## config.mk

```make
export PLATFORM = sky130hd
export DESIGN_NAME = xent_ctrl
export DESIGN_NICKNAME = d
export VERILOG_FILES = /design/src/sv/xent_pkg.sv /design/src/sv/xent_ctrl.sv
export SDC_FILE = /design/constraint.sdc
export NUM_CORES = 1
export LEC_CHECK = 0
export ABC_AREA = 1
export BUFFER_PORTS_ARGS = -buffer_cell sky130_fd_sc_hd__buf_2
export CAP_MARGIN = 25
export CELL_PAD_IN_SITES_DETAIL_PLACEMENT = 1
export CELL_PAD_IN_SITES_GLOBAL_PLACEMENT = 1
export CORE_MARGIN = 2
export CORE_UTILIZATION = 35
export CTS_BUF_LIST = sky130_fd_sc_hd__clkbuf_8
export DETAILED_ROUTE_END_ITERATION = 16
export HOLD_SLACK_MARGIN = 0.15
export PLACE_DENSITY_LB_ADDON = 0.15
export SLEW_MARGIN = 20
export SYNTH_ARGS = -nofsm -noshare
export SYNTH_HDL_FRONTEND = slang
export SYNTH_SLANG_ARGS = --single-unit
```

## constraint.sdc

```tcl
create_clock -name clk -period 1.6 [get_ports clk]
set_clock_uncertainty 0.1 [all_clocks]
set_input_delay 0 -clock clk [delete_from_list [all_inputs] [get_ports clk]]
set_output_delay 0 -clock clk [all_outputs]
set_load 0.005 [all_outputs]
```

## src/sv/xent_pkg.sv

```systemverilog
// Shared types, constants and the log table for the cross-entropy loss core.
`default_nettype none
package xent_pkg;

	// Field and datapath widths
	localparam int PROB_W   = 16;
	localparam int GRAD_W   = 32;
	localparam int LOSS_W   = 31;
	localparam int NCFG_W   = 17;
	localparam int CCFG_W   = 9;
	localparam int SUM_W    = 48;
	localparam int LN_W     = 30;
	localparam int PROD_W   = 48;
	localparam int TERM_W   = 50;
	localparam int NUM_W    = 56;
	localparam int DEN_W    = 45;
	localparam int CFG_IDX_W = 2;

	// Log table geometry
	localparam int LN_DEPTH = 1024;
	localparam int LN_BITS  = $clog2(LN_DEPTH);

	// Fixed-point constants
	localparam logic [PROB_W-1:0] CLAMP_LO = 16'd3277;
	localparam logic [PROB_W-1:0] CLAMP_HI = 16'd29491;
	localparam logic [PROB_W:0]   ONE_Q15  = 17'd32768;
	localparam logic [23:0]       LN2_Q24  = 24'd11629080;
	localparam logic [63:0]       LN2_Q32  = 64'd2977044472;
	localparam logic [NCFG_W-1:0] N_MAX    = 17'd65536;
	localparam logic [CCFG_W-1:0] C_MAX    = 9'd256;
	localparam logic [LOSS_W-1:0] LOSS_MAX = '1;

	// Register indexes
	localparam logic [CFG_IDX_W-1:0] CFG_MODE     = 2'd0;
	localparam logic [CFG_IDX_W-1:0] CFG_ELEMENTS = 2'd1;
	localparam logic [CFG_IDX_W-1:0] CFG_CHANNELS = 2'd2;

	typedef logic [23:0] ln_tbl_t [0:LN_DEPTH];

	// ln(1 + k/LN_DEPTH) in Q.24, log2 by repeated squaring times ln2
	function automatic logic [23:0] ln_point(int unsigned k);
		logic [63:0] v;
		logic [63:0] lg;
		logic [63:0] t;
		int i;
		if (k >= LN_DEPTH) return LN2_Q24;
		v = (64'(LN_DEPTH + k) << 30) >> LN_BITS;
		lg = '0;
		for (i = 0; i < 24; i++) begin
			v = (v * v) >> 30;
			lg = lg << 1;
			if (v >= (64'd2 << 30)) begin
				v = v >> 1;
				lg = lg | 64'd1;
			end
		end
		t = (lg * LN2_Q32 + (64'd1 << 31)) >> 32;
		return t[23:0];
	endfunction

	function automatic ln_tbl_t build_ln_tbl();
		ln_tbl_t t;
		for (int k = 0; k <= LN_DEPTH; k++) t[k] = ln_point(k);
		return t;
	endfunction

	localparam ln_tbl_t LN_TBL = build_ln_tbl();

	// Datapath operations issued by the controller
	typedef enum logic [3:0] {
		ST_NONE,
		ST_LOAD,
		ST_LN_A,
		ST_LN_B,
		ST_LN_C,
		ST_LN_D,
		ST_TERM_A,
		ST_TERM_B,
		ST_SUM,
		ST_DEN_A,
		ST_DEN_B,
		ST_GRAD_GO,
		ST_GRAD_END,
		ST_MEAN_GO,
		ST_MEAN_END,
		ST_OUT
	} step_t;

	typedef struct packed {
		step_t step;
		logic  ln_sel;
	} cmd_t;

	typedef struct packed {
		logic skip;
		logic mode;
		logic last;
		logic sum_pos;
		logic div_done;
	} status_t;

endpackage
`default_nettype wire

```

## src/sv/xent_ctrl.sv

```systemverilog
// Controller: sequences one element through the datapath and owns the handshakes.
`default_nettype none
module xent_ctrl (
	input  wire logic               clk,
	input  wire logic               arst_n,
	input  wire logic               s_tvalid,
	output logic                    s_tready,
	output logic                    m_tvalid,
	input  wire logic               m_tready,
	input  wire xent_pkg::status_t  status,
	output xent_pkg::cmd_t          cmd
);
	import xent_pkg::*;

	typedef enum logic [4:0] {
		S_IDLE, S_CHK, S_LN_A, S_LN_B, S_LN_C, S_LN_D, S_TERM_A, S_TERM_B, S_SUM,
		S_DEN_A, S_DEN_B, S_GRAD_GO, S_GRAD_WAIT, S_GRAD_END, S_LAST,
		S_MEAN_GO, S_MEAN_WAIT, S_MEAN_END, S_OUT
	} state_t;

	state_t state_q;
	logic   ln_sel_q;
	logic   m_tvalid_q;
	logic   out_free;

	assign s_tready = state_q == S_IDLE;
	assign out_free = !m_tvalid_q || m_tready;

	// Decode the datapath step for the current state
	always_comb begin
		cmd.ln_sel = ln_sel_q;
		unique case (state_q)
			S_IDLE:      cmd.step = s_tvalid ? ST_LOAD : ST_NONE;
			S_LN_A:      cmd.step = ST_LN_A;
			S_LN_B:      cmd.step = ST_LN_B;
			S_LN_C:      cmd.step = ST_LN_C;
			S_LN_D:      cmd.step = ST_LN_D;
			S_TERM_A:    cmd.step = ST_TERM_A;
			S_TERM_B:    cmd.step = ST_TERM_B;
			S_SUM:       cmd.step = ST_SUM;
			S_DEN_A:     cmd.step = ST_DEN_A;
			S_DEN_B:     cmd.step = ST_DEN_B;
			S_GRAD_GO:   cmd.step = ST_GRAD_GO;
			S_GRAD_END:  cmd.step = ST_GRAD_END;
			S_MEAN_GO:   cmd.step = ST_MEAN_GO;
			S_MEAN_END:  cmd.step = ST_MEAN_END;
			S_OUT:       cmd.step = out_free ? ST_OUT : ST_NONE;
			default:     cmd.step = ST_NONE;
		endcase
	end

	// State, log operand select and output valid
	always_ff @(posedge clk or negedge arst_n) begin
		if (!arst_n) begin
			state_q    <= S_IDLE;
			ln_sel_q   <= 1'b0;
			m_tvalid_q <= 1'b0;
		end else begin
			// drop valid once the beat is taken, unless a new beat loads now
			if (m_tvalid_q && m_tready && state_q != S_OUT) m_tvalid_q <= 1'b0;
			unique case (state_q)
				S_IDLE: if (s_tvalid) state_q <= S_CHK;
				S_CHK: begin
					ln_sel_q <= 1'b0;
					state_q  <= status.skip ? S_LAST : S_LN_A;
				end
				S_LN_A: state_q <= S_LN_B;
				S_LN_B: state_q <= S_LN_C;
				S_LN_C: state_q <= S_LN_D;
				S_LN_D: begin
					// sigmoid needs a second log, of one minus the prediction
					if (!ln_sel_q && !status.mode) begin
						ln_sel_q <= 1'b1;
						state_q  <= S_LN_A;
					end else begin
						state_q <= S_TERM_A;
					end
				end
				S_TERM_A:    state_q <= S_TERM_B;
				S_TERM_B:    state_q <= S_SUM;
				S_SUM:       state_q <= S_DEN_A;
				S_DEN_A:     state_q <= S_DEN_B;
				S_DEN_B:     state_q <= S_GRAD_GO;
				S_GRAD_GO:   state_q <= S_GRAD_WAIT;
				S_GRAD_WAIT: if (status.div_done) state_q <= S_GRAD_END;
				S_GRAD_END:  state_q <= S_LAST;
				S_LAST: state_q <= (status.last && status.sum_pos) ? S_MEAN_GO : S_OUT;
				S_MEAN_GO:   state_q <= S_MEAN_WAIT;
				S_MEAN_WAIT: if (status.div_done) state_q <= S_MEAN_END;
				S_MEAN_END:  state_q <= S_OUT;
				S_OUT: begin
					if (out_free) begin
						m_tvalid_q <= 1'b1;
						state_q    <= S_IDLE;
					end
				end
				default: state_q <= S_IDLE;
			endcase
		end
	end

	assign m_tvalid = m_tvalid_q;

endmodule
`default_nettype wire

```

==> flow_metrics.py, run 1 <==
metrics = {
    "logic_synthesis": {
        "ys.flop_type": "dfrtp_1",
        "avgSynthCellArea_um2": 5.86,
        "ys_ff_latch": 7,
        "synthTopCellsByCount": "nand2_1, nor2_1, nand3_1",
        "synth-warning-count": 0,
        "yosys.area.top_type": "dfrtp_1",
        "async_flop_share_pct": 100,
        "synth_top_area_share_pct": 29.3,
        "synthTopCellsByArea": "dfrtp_1, nand2_1, nand3_1",
        "syn_area_um2": 598,
        "ys_seq_area_share_pct": 29.3,
        "syn-instance-count": 102,
        "syn_nets": 111,
        "yosysMostFrequentCell": "nand2_1",
        "yosysUniqueCellTypes": 17,
        "synth-edff-count": 0,
    },
    "worst_setup_path": {
        "r2r_setup_slack_ns": 0.10,
        "critPathCaptureType": "primary output",
        "crit_top_cell": "inv_2",
        "timing.rr.end": "state_q[4]",
        "cp_cell_sequence": "inv_2 -> nand2_2 -> inv_2 -> nand3_1 -> nand2_1 -> nor2_2 -> o21ai_1 -> buf_2",
        "required_ns": 1.50,
        "cp_slowest_cell": "dfrtp_2",
        "path_buf_inv": 3,
        "worst-endpoint-arrival_ns": 1.42,
        "criticalPathCategory": "register to primary output",
        "path_max_fanout": 6,
        "reg2reg_from": "state_q[4]",
        "crit_family": "flip-flops",
        "crit_start": "state_q[1]",
        "start_kind": "register",
        "crit_path_max_incr_delay_ns": 0.46,
        "r2r_cells": 7,
    },
    "route": {
        "wl_met2_um": 1110,
        "firstDrtPassIters": 4,
        "route.detailed.drc": 0,
        "wl_per_cell_um": 14.8,
        "dr_wl_met3_um": 51,
        "route.vias.total": 776,
        "wl_um": 2170,
        "drt-met1-wl_um": 957,
        "ant_nets": 0,
        "routed_via_density": 5.28,
        "drt_iter0_markers": 17,
        "top_layer_used": "met4",
    },
    "clocking": {
        "clockBufferDepth": 2,
        "cts_made_buffers": 3,
        "root_buffer": "clkbuf_8",
        "path_clk_slew_ns": 0.04,
        "cts_sinks": 7,
        "cts_tree": "built",
        "h-tree-depth": 1,
        "clock_latency_ns": 0.23,
    },
    "finish": {
        "seqCellArea_um2": 181,
        "final_layout_size_suffix_gt1_share_pct": 32.1,
        "nets": 141,
        "diodes": 0,
        "syn2layout_area_growth_pct": 45.8,
        "n_fill_cell": 216,
        "multi_input_area_um2": 378,
    },
    "floorplanning": {
        "die-height_um": 45.3,
        "die_w_um": 45.3,
        "fp-row-count": 14,
        "coreArea_um2": 1560,
        "die_area_um2": 2060,
        "initial_utilization_pct": 38.4,
        "boundaryPins": 16,
    },
    "timing": {
        "whs_ns": 0.201,
        "period_share_pct": 95.0,
        "slew_violations": 0,
        "slew_headroom_pct": 77.2,
        "fmax_mhz": 658,
        "period_needed_ns": 1.52,
        "finalHoldViolCount": 0,
        "finalSetupViolations": 0,
        "tightest_slew_ns": 0.341,
    },
    "min_path": {
        "hold_path.class": "input port to register",
        "whs_path_depth": 6,
        "min_to": "state_q[2]",
        "holdCritStartpoint": "status[2]",
    },
    "placement": {
        "dp_hpwl_um": 1540,
        "port_buffers": 15,
        "gp_congestion": 0.830,
    },
    "power_and_ir_drop": {
        "totalPowerFinal_mw": 1.68,
        "ir_drop_mv": 1.11,
        "p_per_area_nw_per_um2": 1930,
        "leakage_nw": 0.484,
    },
    "global_route": {
        "grt_pass1_vias": 782,
        "grt_max_degree": 12,
        "grt-ovfl-total": 0,
        "antenna_found_initial": 0,
        "grt_usage_pct": 24.7,
        "grt_pass1_wl_um": 3480,
    },
    "job": {
        "maxCapViolations": 0,
    },
    "run_status": {
        "outcome": "finished, final reports clean",
    },
}
-- stage by stage --
stage | utilization [%] | setup slack (ns) | std cells | area [µm²] | TNS (ns)
after floorplan | - | 0.394 | 102 | 598 | 0
after global placement | 43.5 | 0.0969 | 131 | 678 | 0
after detailed placement | 43.5 | 0.0123 | 131 | 678 | 0
after CTS | 52.3 | 0.0139 | 144 | 816 | 0
after global routing | 55.9 | -0.0173 | 147 | 872 | -0.0173
final | 55.9 | 0.0799 | 147 | 872 | 0
-- cell type report --
type	instances	area share (%)
Sequential cell	7	20.8
Clock inverter	1	0.430
Multi-Input combinational cell	77	43.3
Tap cell	16	2.30
Inverter	16	6.89
Timing Repair Buffer	27	21.5
Clock buffer	3	4.73
-- state kept, by name, summed over array words and instances, names as in the netlist --
| name | flops |
|---|---|
| ln_sel_q | 1 |
| state_q | 5 |
| m_tvalid | 1 |
-- timing repair --
item	CTS	global route
hold endpoints to repair	13	0
hold buffers	9	0
setup endpoints to repair	4	5
gates resized for setup	2	13
setup buffers	0	3
pin swaps	0	3
-- kinds of logic (layout without fill, tap and decap cells) --
| logic type | after synthesis | after routing | share of synthesized area (%) |
|---|---|---|---|
| AND/OR/NAND/NOR | 68 | 68 | 49.4 |
| buffers and inverters | 18 | 47 | 12.6 |
| AO/OA/AOI/OAI | 9 | 9 | 8.79 |
| flip-flops | 7 | 7 | 29.3 |
-- metal layers --
| metal | GRT usage, % | vias up |
|---|---|---|
| met5 | 0 | - |
| met4 | 10.6 | 0 |
| met3 | 6.00 | 6 |
| met2 | 40.6 | 17 |
| met1 | 30.5 | 365 |
| li1 | - | 388 |
-- worst register-to-register path, delay by kind of cell (launching register included) --
kind          cells  cell delay [ns]
buf+inv           1             0.16
flops             1             0.44
simple gates      6             0.70
-- cell usage in the layout, fill, tap and decap left out, types with 3 or more instances in the layout --
master / synthesis / layout
nand2_2: 0 / 3
nor2_2: 1 / 5
dfrtp_2: 0 / 5
inv_2: 6 / 6
dlygate4sd3_1: 0 / 9
clkbuf_8: 0 / 3
inv_1: 10 / 11
nand3_1: 15 / 14
buf_4: 2 / 3
nand3b_1: 3 / 3
nor2_1: 18 / 13
buf_2: 0 / 15
nand2_1: 27 / 24
-- how the worst max path moves through the flow --
stage	endpoint	slack [ns]	cells after the start
after detailed placement	state_q[4]	0.01	7
after global routing	cmd[4]	-0.02	6
after CTS	cmd[3]	0.01	6
final	cmd[3]	0.08	8
after global placement	state_q[4]	0.1	7
after floorplan	state_q[0]	0.39	6
-- power breakdown --
group	switching (mW)	total, mW	internal (mW)
Clock	0.0744	0.240	0.166
Combinational	0.618	1.01	0.394
Sequential	0.157	0.428	0.270
Total	0.850	1.68	0.830
Note: power is estimated with default switching activity, not from simulation.
==> run 2, diff against run 1 <==
--- a/config.mk
+++ b/config.mk
@@ -6,14 +6,15 @@
 export NUM_CORES = 1
 export LEC_CHECK = 0
 export ABC_AREA = 1
-export BUFFER_PORTS_ARGS = -buffer_cell sky130_fd_sc_hd__buf_2
 export CAP_MARGIN = 25
 export CELL_PAD_IN_SITES_DETAIL_PLACEMENT = 1
 export CELL_PAD_IN_SITES_GLOBAL_PLACEMENT = 1
 export CORE_MARGIN = 2
-export CORE_UTILIZATION = 35
+export CORE_UTILIZATION = 42
 export CTS_BUF_LIST = sky130_fd_sc_hd__clkbuf_8
 export DETAILED_ROUTE_END_ITERATION = 16
+export DONT_BUFFER_PORTS = 1
+export GPL_ROUTABILITY_DRIVEN = 0
 export HOLD_SLACK_MARGIN = 0.15
 export PLACE_DENSITY_LB_ADDON = 0.15
 export SLEW_MARGIN = 20
==> run 2 against run 1 <==
  * The flow now finishes with violations (setup timing)
  * Combinational power fell by 6%
  * Worst setup slack got worse by 0.10 ns
  * Sequential share of layout area increased by 2.3 points
  * Final cell count is 11% lower
  * Critical path depth decreased by 1
  * Critical path type is now input port to register
  * Worst hold slack improved by 0.25 ns
  * Highest routed layer unchanged
  * Critical endpoint is now state_q[0]
  * Sequential cell count unchanged
  * Register-to-register slack lost 0.09 ns
  * Clock-buffer cell count did not move
  * Via count up 6.3%
  * Total power fell by 1.5%
==> flow_metrics.py, run 2 (synthesized netlist as in run 1, its figures left out) <==
metrics = {
    "clocking": {
        "clock_latency_ns": 0.24,
        "h-tree-depth": 1,
        "cts_made_buffers": 3,
        "root_buffer": "clkbuf_8",
        "cts_tree": "built",
        "clockBufferDepth": 2,
        "cts_sinks": 7,
        "path_clk_slew_ns": 0.05,
    },
    "timing": {
        "slew_headroom_pct": 73.3,
        "period_needed_ns": 1.62,
        "slew_violations": 0,
        "finalSetupViolations": 1,
        "fmax_mhz": 617,
        "finalHoldViolCount": 0,
        "period_share_pct": 101,
        "rsz0062_at_grt": "yes",
        "setup_ws_ns": -0.0206,
        "setup_tns_ns": -0.0206,
        "tightest_slew_ns": 0.398,
    },
    "floorplanning": {
        "die-height_um": 41.7,
        "initial_utilization_pct": 45.4,
        "coreArea_um2": 1320,
        "boundaryPins": 16,
        "fp-row-count": 13,
        "die_w_um": 41.7,
        "die_area_um2": 1740,
    },
    "min_path": {
        "hold_path.class": "input port to register",
        "whs_path_depth": 5,
        "holdCritStartpoint": "status[4]",
        "min_to": "state_q[2]",
    },
    "finish": {
        "n_fill_cell": 179,
        "largest_register": "state_q",
        "nets": 126,
        "most-common-layout-cells": "nand2_1, nand3_1, nor2_1",
        "syn2layout_area_growth_pct": 31.4,
        "final_layout_size_suffix_gt1_share_pct": 19.8,
        "final_common_cell": "nand2_1",
        "diodes": 0,
        "largest_reg_flops": 5,
        "stdcell_area_um2": 786,
    },
    "power_and_ir_drop": {
        "p_per_area_nw_per_um2": 2110,
        "ir_drop_mv": 0.989,
        "leakage_nw": 0.419,
    },
    "worst_setup_path": {
        "criticalPathCategory": "input port to register",
        "critPathCaptureType": "register",
        "r2r_cells": 6,
        "required_ns": 1.64,
        "r2r_setup_slack_ns": 0.01,
        "reg2reg_from": "state_q[4]",
        "timing.rr.end": "state_q[0]",
        "start_kind": "input port",
        "path_max_fanout": 2,
        "worst-endpoint-arrival_ns": 1.66,
    },
    "job": {
        "maxCapViolations": 0,
    },
    "placement": {
        "placed_area_um2": 602,
        "place_ws_ns": 0.0372,
        "dp_hpwl_um": 1480,
        "port_buffers": 0,
    },
    "route": {
        "route.detailed.drc": 0,
        "firstDrtPassIters": 4,
        "wl_per_cell_um": 20.7,
        "ant_nets": 0,
        "routed_via_density": 6.30,
        "wl_um": 2720,
        "drt_iter0_markers": 45,
        "route.vias.total": 825,
    },
    "run_status": {
        "violations": "setup timing",
        "outcome": "finished with violations",
    },
    "global_route": {
        "grt_usage_pct": 26.6,
        "grt_pass1_vias": 774,
        "grt_max_degree": 12,
        "antenna_found_initial": 0,
        "grt-ovfl-total": 0,
        "grt_pass1_wl_um": 3500,
    },
}
run 2: final cells by class:
type | instances | area, µm² | area share (%)
clock inverters | 1 | 3.75 | 0.478
clock buffers | 3 | 41.3 | 5.25
inverters | 16 | 60.1 | 7.64
repair buffers | 12 | 113 | 14.3
well taps | 15 | 18.8 | 2.39
flip-flops and latches | 7 | 181 | 23.1
multi-input cells | 77 | 368 | 46.8
run 2: what timing repair did:
| item | CTS | global route |
|---|---|---|
| buffers inserted | 0 | 3 |
| hold endpoints to repair | 15 | 0 |
| endpoints found under the setup margin | 0 | 7 |
| hold buffers | 9 | 0 |
| resized for setup | 0 | 11 |
run 2: metal layers:
metal | part of all wire [%] | vias up | wire (µm) | GRT usage, %
met4 | 6.6 | 0 | 179 | 9.68
met2 | 49 | 62 | 1340 | 45.9
met3 | 9.7 | 17 | 264 | 8.70
met5 | 0 | - | 0 | 0
li1 | - | 358 | - | -
met1 | 34 | 388 | 932 | 30.2
run 2: worst max-delay path, stage by stage:
cell and delay [ns]:
dlygate4sd3_1 0.53, nand2_1 0.05, dlygate4sd3_1 0.57, nand3b_1 0.20, nand2_1 0.11, nor2_1 0.06
nor2_1 0.15
run 2: worst max path at each step:
| stage | startpoint | end | cells after the start |
|---|---|---|---|
| floorplan | state_q[0] | state_q[0] | 6 |
| global placement | state_q[4] | state_q[4] | 7 |
| detailed placement | state_q[4] | state_q[4] | 7 |
| CTS | state_q[4] | state_q[4] | 7 |
| global route | state_q[2] | state_q[4] | 8 |
| finish | status[1] | state_q[0] | 7 |
run 2: power breakdown:
group          internal [mW]  switching (mW)
combinational          0.304           0.650
sequential             0.270           0.167
clock                  0.168          0.0965
total                  0.741           0.914
run 2: stage by stage:
stage	std cells	power [mW]	hold slack (ns)	util (%)
global route	131	1.76	0.488	59.6
CTS	128	1.43	0.430	55.9
floorplan	102	0.980	-0.396	-
global placement	115	1.13	-0.395	45.7
finish	131	1.65	0.451	59.6
detailed placement	115	1.16	-0.395	45.7
==> run 3, diff against run 2 <==
--- a/config.mk
+++ b/config.mk
@@ -17,6 +17,7 @@
 export GPL_ROUTABILITY_DRIVEN = 0
 export HOLD_SLACK_MARGIN = 0.15
 export PLACE_DENSITY_LB_ADDON = 0.15
+export SKIP_LAST_GASP = 1
 export SLEW_MARGIN = 20
 export SYNTH_ARGS = -nofsm -noshare
 export SYNTH_HDL_FRONTEND = slang
==> run 3 against run 2 <==
  * The run still ends with setup timing left
  * Clock-buffer cell count is the same
  * Final cell count did not move
  * Worst setup slack got worse by 0.0074 ns
  * Global-route usage stayed put
  * Utilization decreased by 0.19 points
  * Highest routed layer unchanged
  * Register-to-register slack about the same
  * Via count fell by 2.9%
  * Sequential power about the same
  * Largest cell class unchanged
  * Final area down 0.32%
  * Clock power decreased by 5%
==> flow_metrics.py, run 3 (synthesized netlist as in run 1, its figures left out) <==
metrics = {
    "run_status": {
        "outcome": "finished with violations",
        "violations": "setup timing",
    },
    "job": {
        "maxCapViolations": 0,
    },
    "worst_setup_path": {
        "r2r_cells": 7,
        "worst-endpoint-arrival_ns": 1.67,
        "path_max_fanout": 2,
        "start_kind": "input port",
        "reg2reg_from": "state_q[4]",
        "r2r_setup_slack_ns": 0.02,
        "criticalPathCategory": "input port to register",
        "cp_slowest_cell": "dlygate4sd3_1",
        "critPathCaptureType": "register",
        "required_ns": 1.65,
        "timing.rr.end": "state_q[4]",
        "crit_path_max_incr_delay_ns": 0.57,
        "cp_cell_sequence": "dlygate4sd3_1 -> nand2_1 -> dlygate4sd3_1 -> nand3b_1 -> nand2_1 -> nor2_1 -> nor2_1",
    },
    "route": {
        "route.vias.total": 801,
        "wl_per_cell_um": 19.7,
        "routed_via_density": 6.11,
        "ant_nets": 0,
        "firstDrtPassIters": 4,
        "wl_um": 2590,
        "route.detailed.drc": 0,
        "drt_iter0_markers": 35,
    },
    "finish": {
        "largest_reg_flops": 5,
        "diodes": 0,
        "syn2layout_area_growth_pct": 31.0,
        "final_common_cell": "nand2_1",
        "nets": 126,
        "most-common-layout-cells": "nand2_1, nand3_1, nor2_1",
        "final_cells": 131,
        "largest_register": "state_q",
        "n_fill_cell": 179,
        "final_layout_size_suffix_gt1_share_pct": 19.0,
    },
    "timing": {
        "period_needed_ns": 1.63,
        "fmax_mhz": 614,
        "finalSetupViolations": 1,
        "tightest_slew_ns": 0.383,
        "period_share_pct": 102,
        "setup_ws_ns": -0.0280,
        "slew_headroom_pct": 74.4,
        "whs_ns": 0.478,
        "setup_tns_ns": -0.0280,
        "finalHoldViolCount": 0,
        "slew_violations": 0,
        "rsz0062_at_grt": "yes",
    },
    "clocking": {
        "h-tree-depth": 1,
        "cts_made_buffers": 3,
        "cts_sinks": 7,
        "path_clk_slew_ns": 0.05,
        "clock_latency_ns": 0.24,
        "cts_tree": "built",
        "root_buffer": "clkbuf_8",
        "clockBufferDepth": 2,
    },
    "global_route": {
        "grt_max_degree": 12,
        "grt_usage_pct": 26.6,
        "grt_pass1_vias": 774,
        "grt_pass1_wl_um": 3500,
        "antenna_found_initial": 0,
        "grt-ovfl-total": 0,
    },
    "placement": {
        "place_ws_ns": 0.0372,
        "port_buffers": 0,
        "dp_hpwl_um": 1480,
        "placedCellCount": 115,
    },
    "floorplanning": {
        "die-height_um": 41.7,
        "coreArea_um2": 1320,
        "fp-row-count": 13,
        "die_w_um": 41.7,
        "die_area_um2": 1740,
        "initial_utilization_pct": 45.4,
        "boundaryPins": 16,
    },
    "min_path": {
        "hold_path.class": "input port to register",
        "min_to": "m_tvalid",
        "whs_path_depth": 4,
        "holdCritStartpoint": "m_tready",
    },
    "power_and_ir_drop": {
        "ir_drop_mv": 1.11,
        "p_per_area_nw_per_um2": 2070,
        "leakage_nw": 0.418,
    },
}
==> run 3: cell counts in the layout (fill, tap and decap cells not counted) <==
Identical to the previous run, type by type.
==> run 3: repair_timing <==
| action | 4_1_cts | 5_1_grt |
|---|---|---|
| resized for setup | 0 | 10 |
| hold endpoints to repair | 15 | 0 |
| hold buffers | 9 | 0 |
| setup buffers | 0 | 3 |
| endpoints found under the setup margin | 0 | 7 |
==> run 3: power breakdown <==
group	leakage [nW]	internal, mW	switching [mW]
registers	0.0826	0.270	0.167
logic	0.308	0.302	0.633
clock network	0.0269	0.167	0.0856
total	0.418	0.739	0.886
==> run 3: metrics by stage <==
step	cell area (µm²)	utilization, %	power (mW)
2_1_floorplan	598	-	0.980
6_report	783	59.4	1.62
3_5_place_dp	602	45.7	1.16
4_1_cts	737	55.9	1.43
5_1_grt	783	59.4	1.74
3_3_place_gp	602	45.7	1.13
==> run 3: worst max path at each step <==
| stage | startpoint | to | slack, ns |
|---|---|---|---|
| finish | status[1] | state_q[0] | -0.03 |
| global route | status[1] | state_q[0] | -0.11 |
| CTS | state_q[4] | state_q[4] | 0.02 |
| detailed placement | state_q[4] | state_q[4] | 0.04 |
| global placement | state_q[4] | state_q[4] | 0.14 |
| floorplan | state_q[0] | state_q[0] | 0.39 |
==> run 3: area by class of cell <==
type / count / area [µm²] / area share (%)
repair buffers: 12 / 113 / 14.4
clock buffers: 3 / 41.3 / 5.27
well taps: 15 / 18.8 / 2.40
flip-flops and latches: 7 / 181 / 23.2
inverters: 16 / 60.1 / 7.67
clock inverters: 1 / 3.75 / 0.479
multi-input cells: 77 / 365 / 46.6
==> run 3: worst max-delay path: cells and delay by family <==
kind	cells	cell delay (ns)
buffers and inverters	2	1.13
and+or+nand+nor	5	0.54
==> run 3: routing by layer <==
layer | routed length [µm] | up-vias | GRT usage (%)
li1 | - | 356 | -
met1 | 967 | 388 | 30.2
met4 | 138 | 0 | 9.68
met5 | 0 | - | 0
met3 | 149 | 14 | 8.70
met2 | 1330 | 43 | 45.9
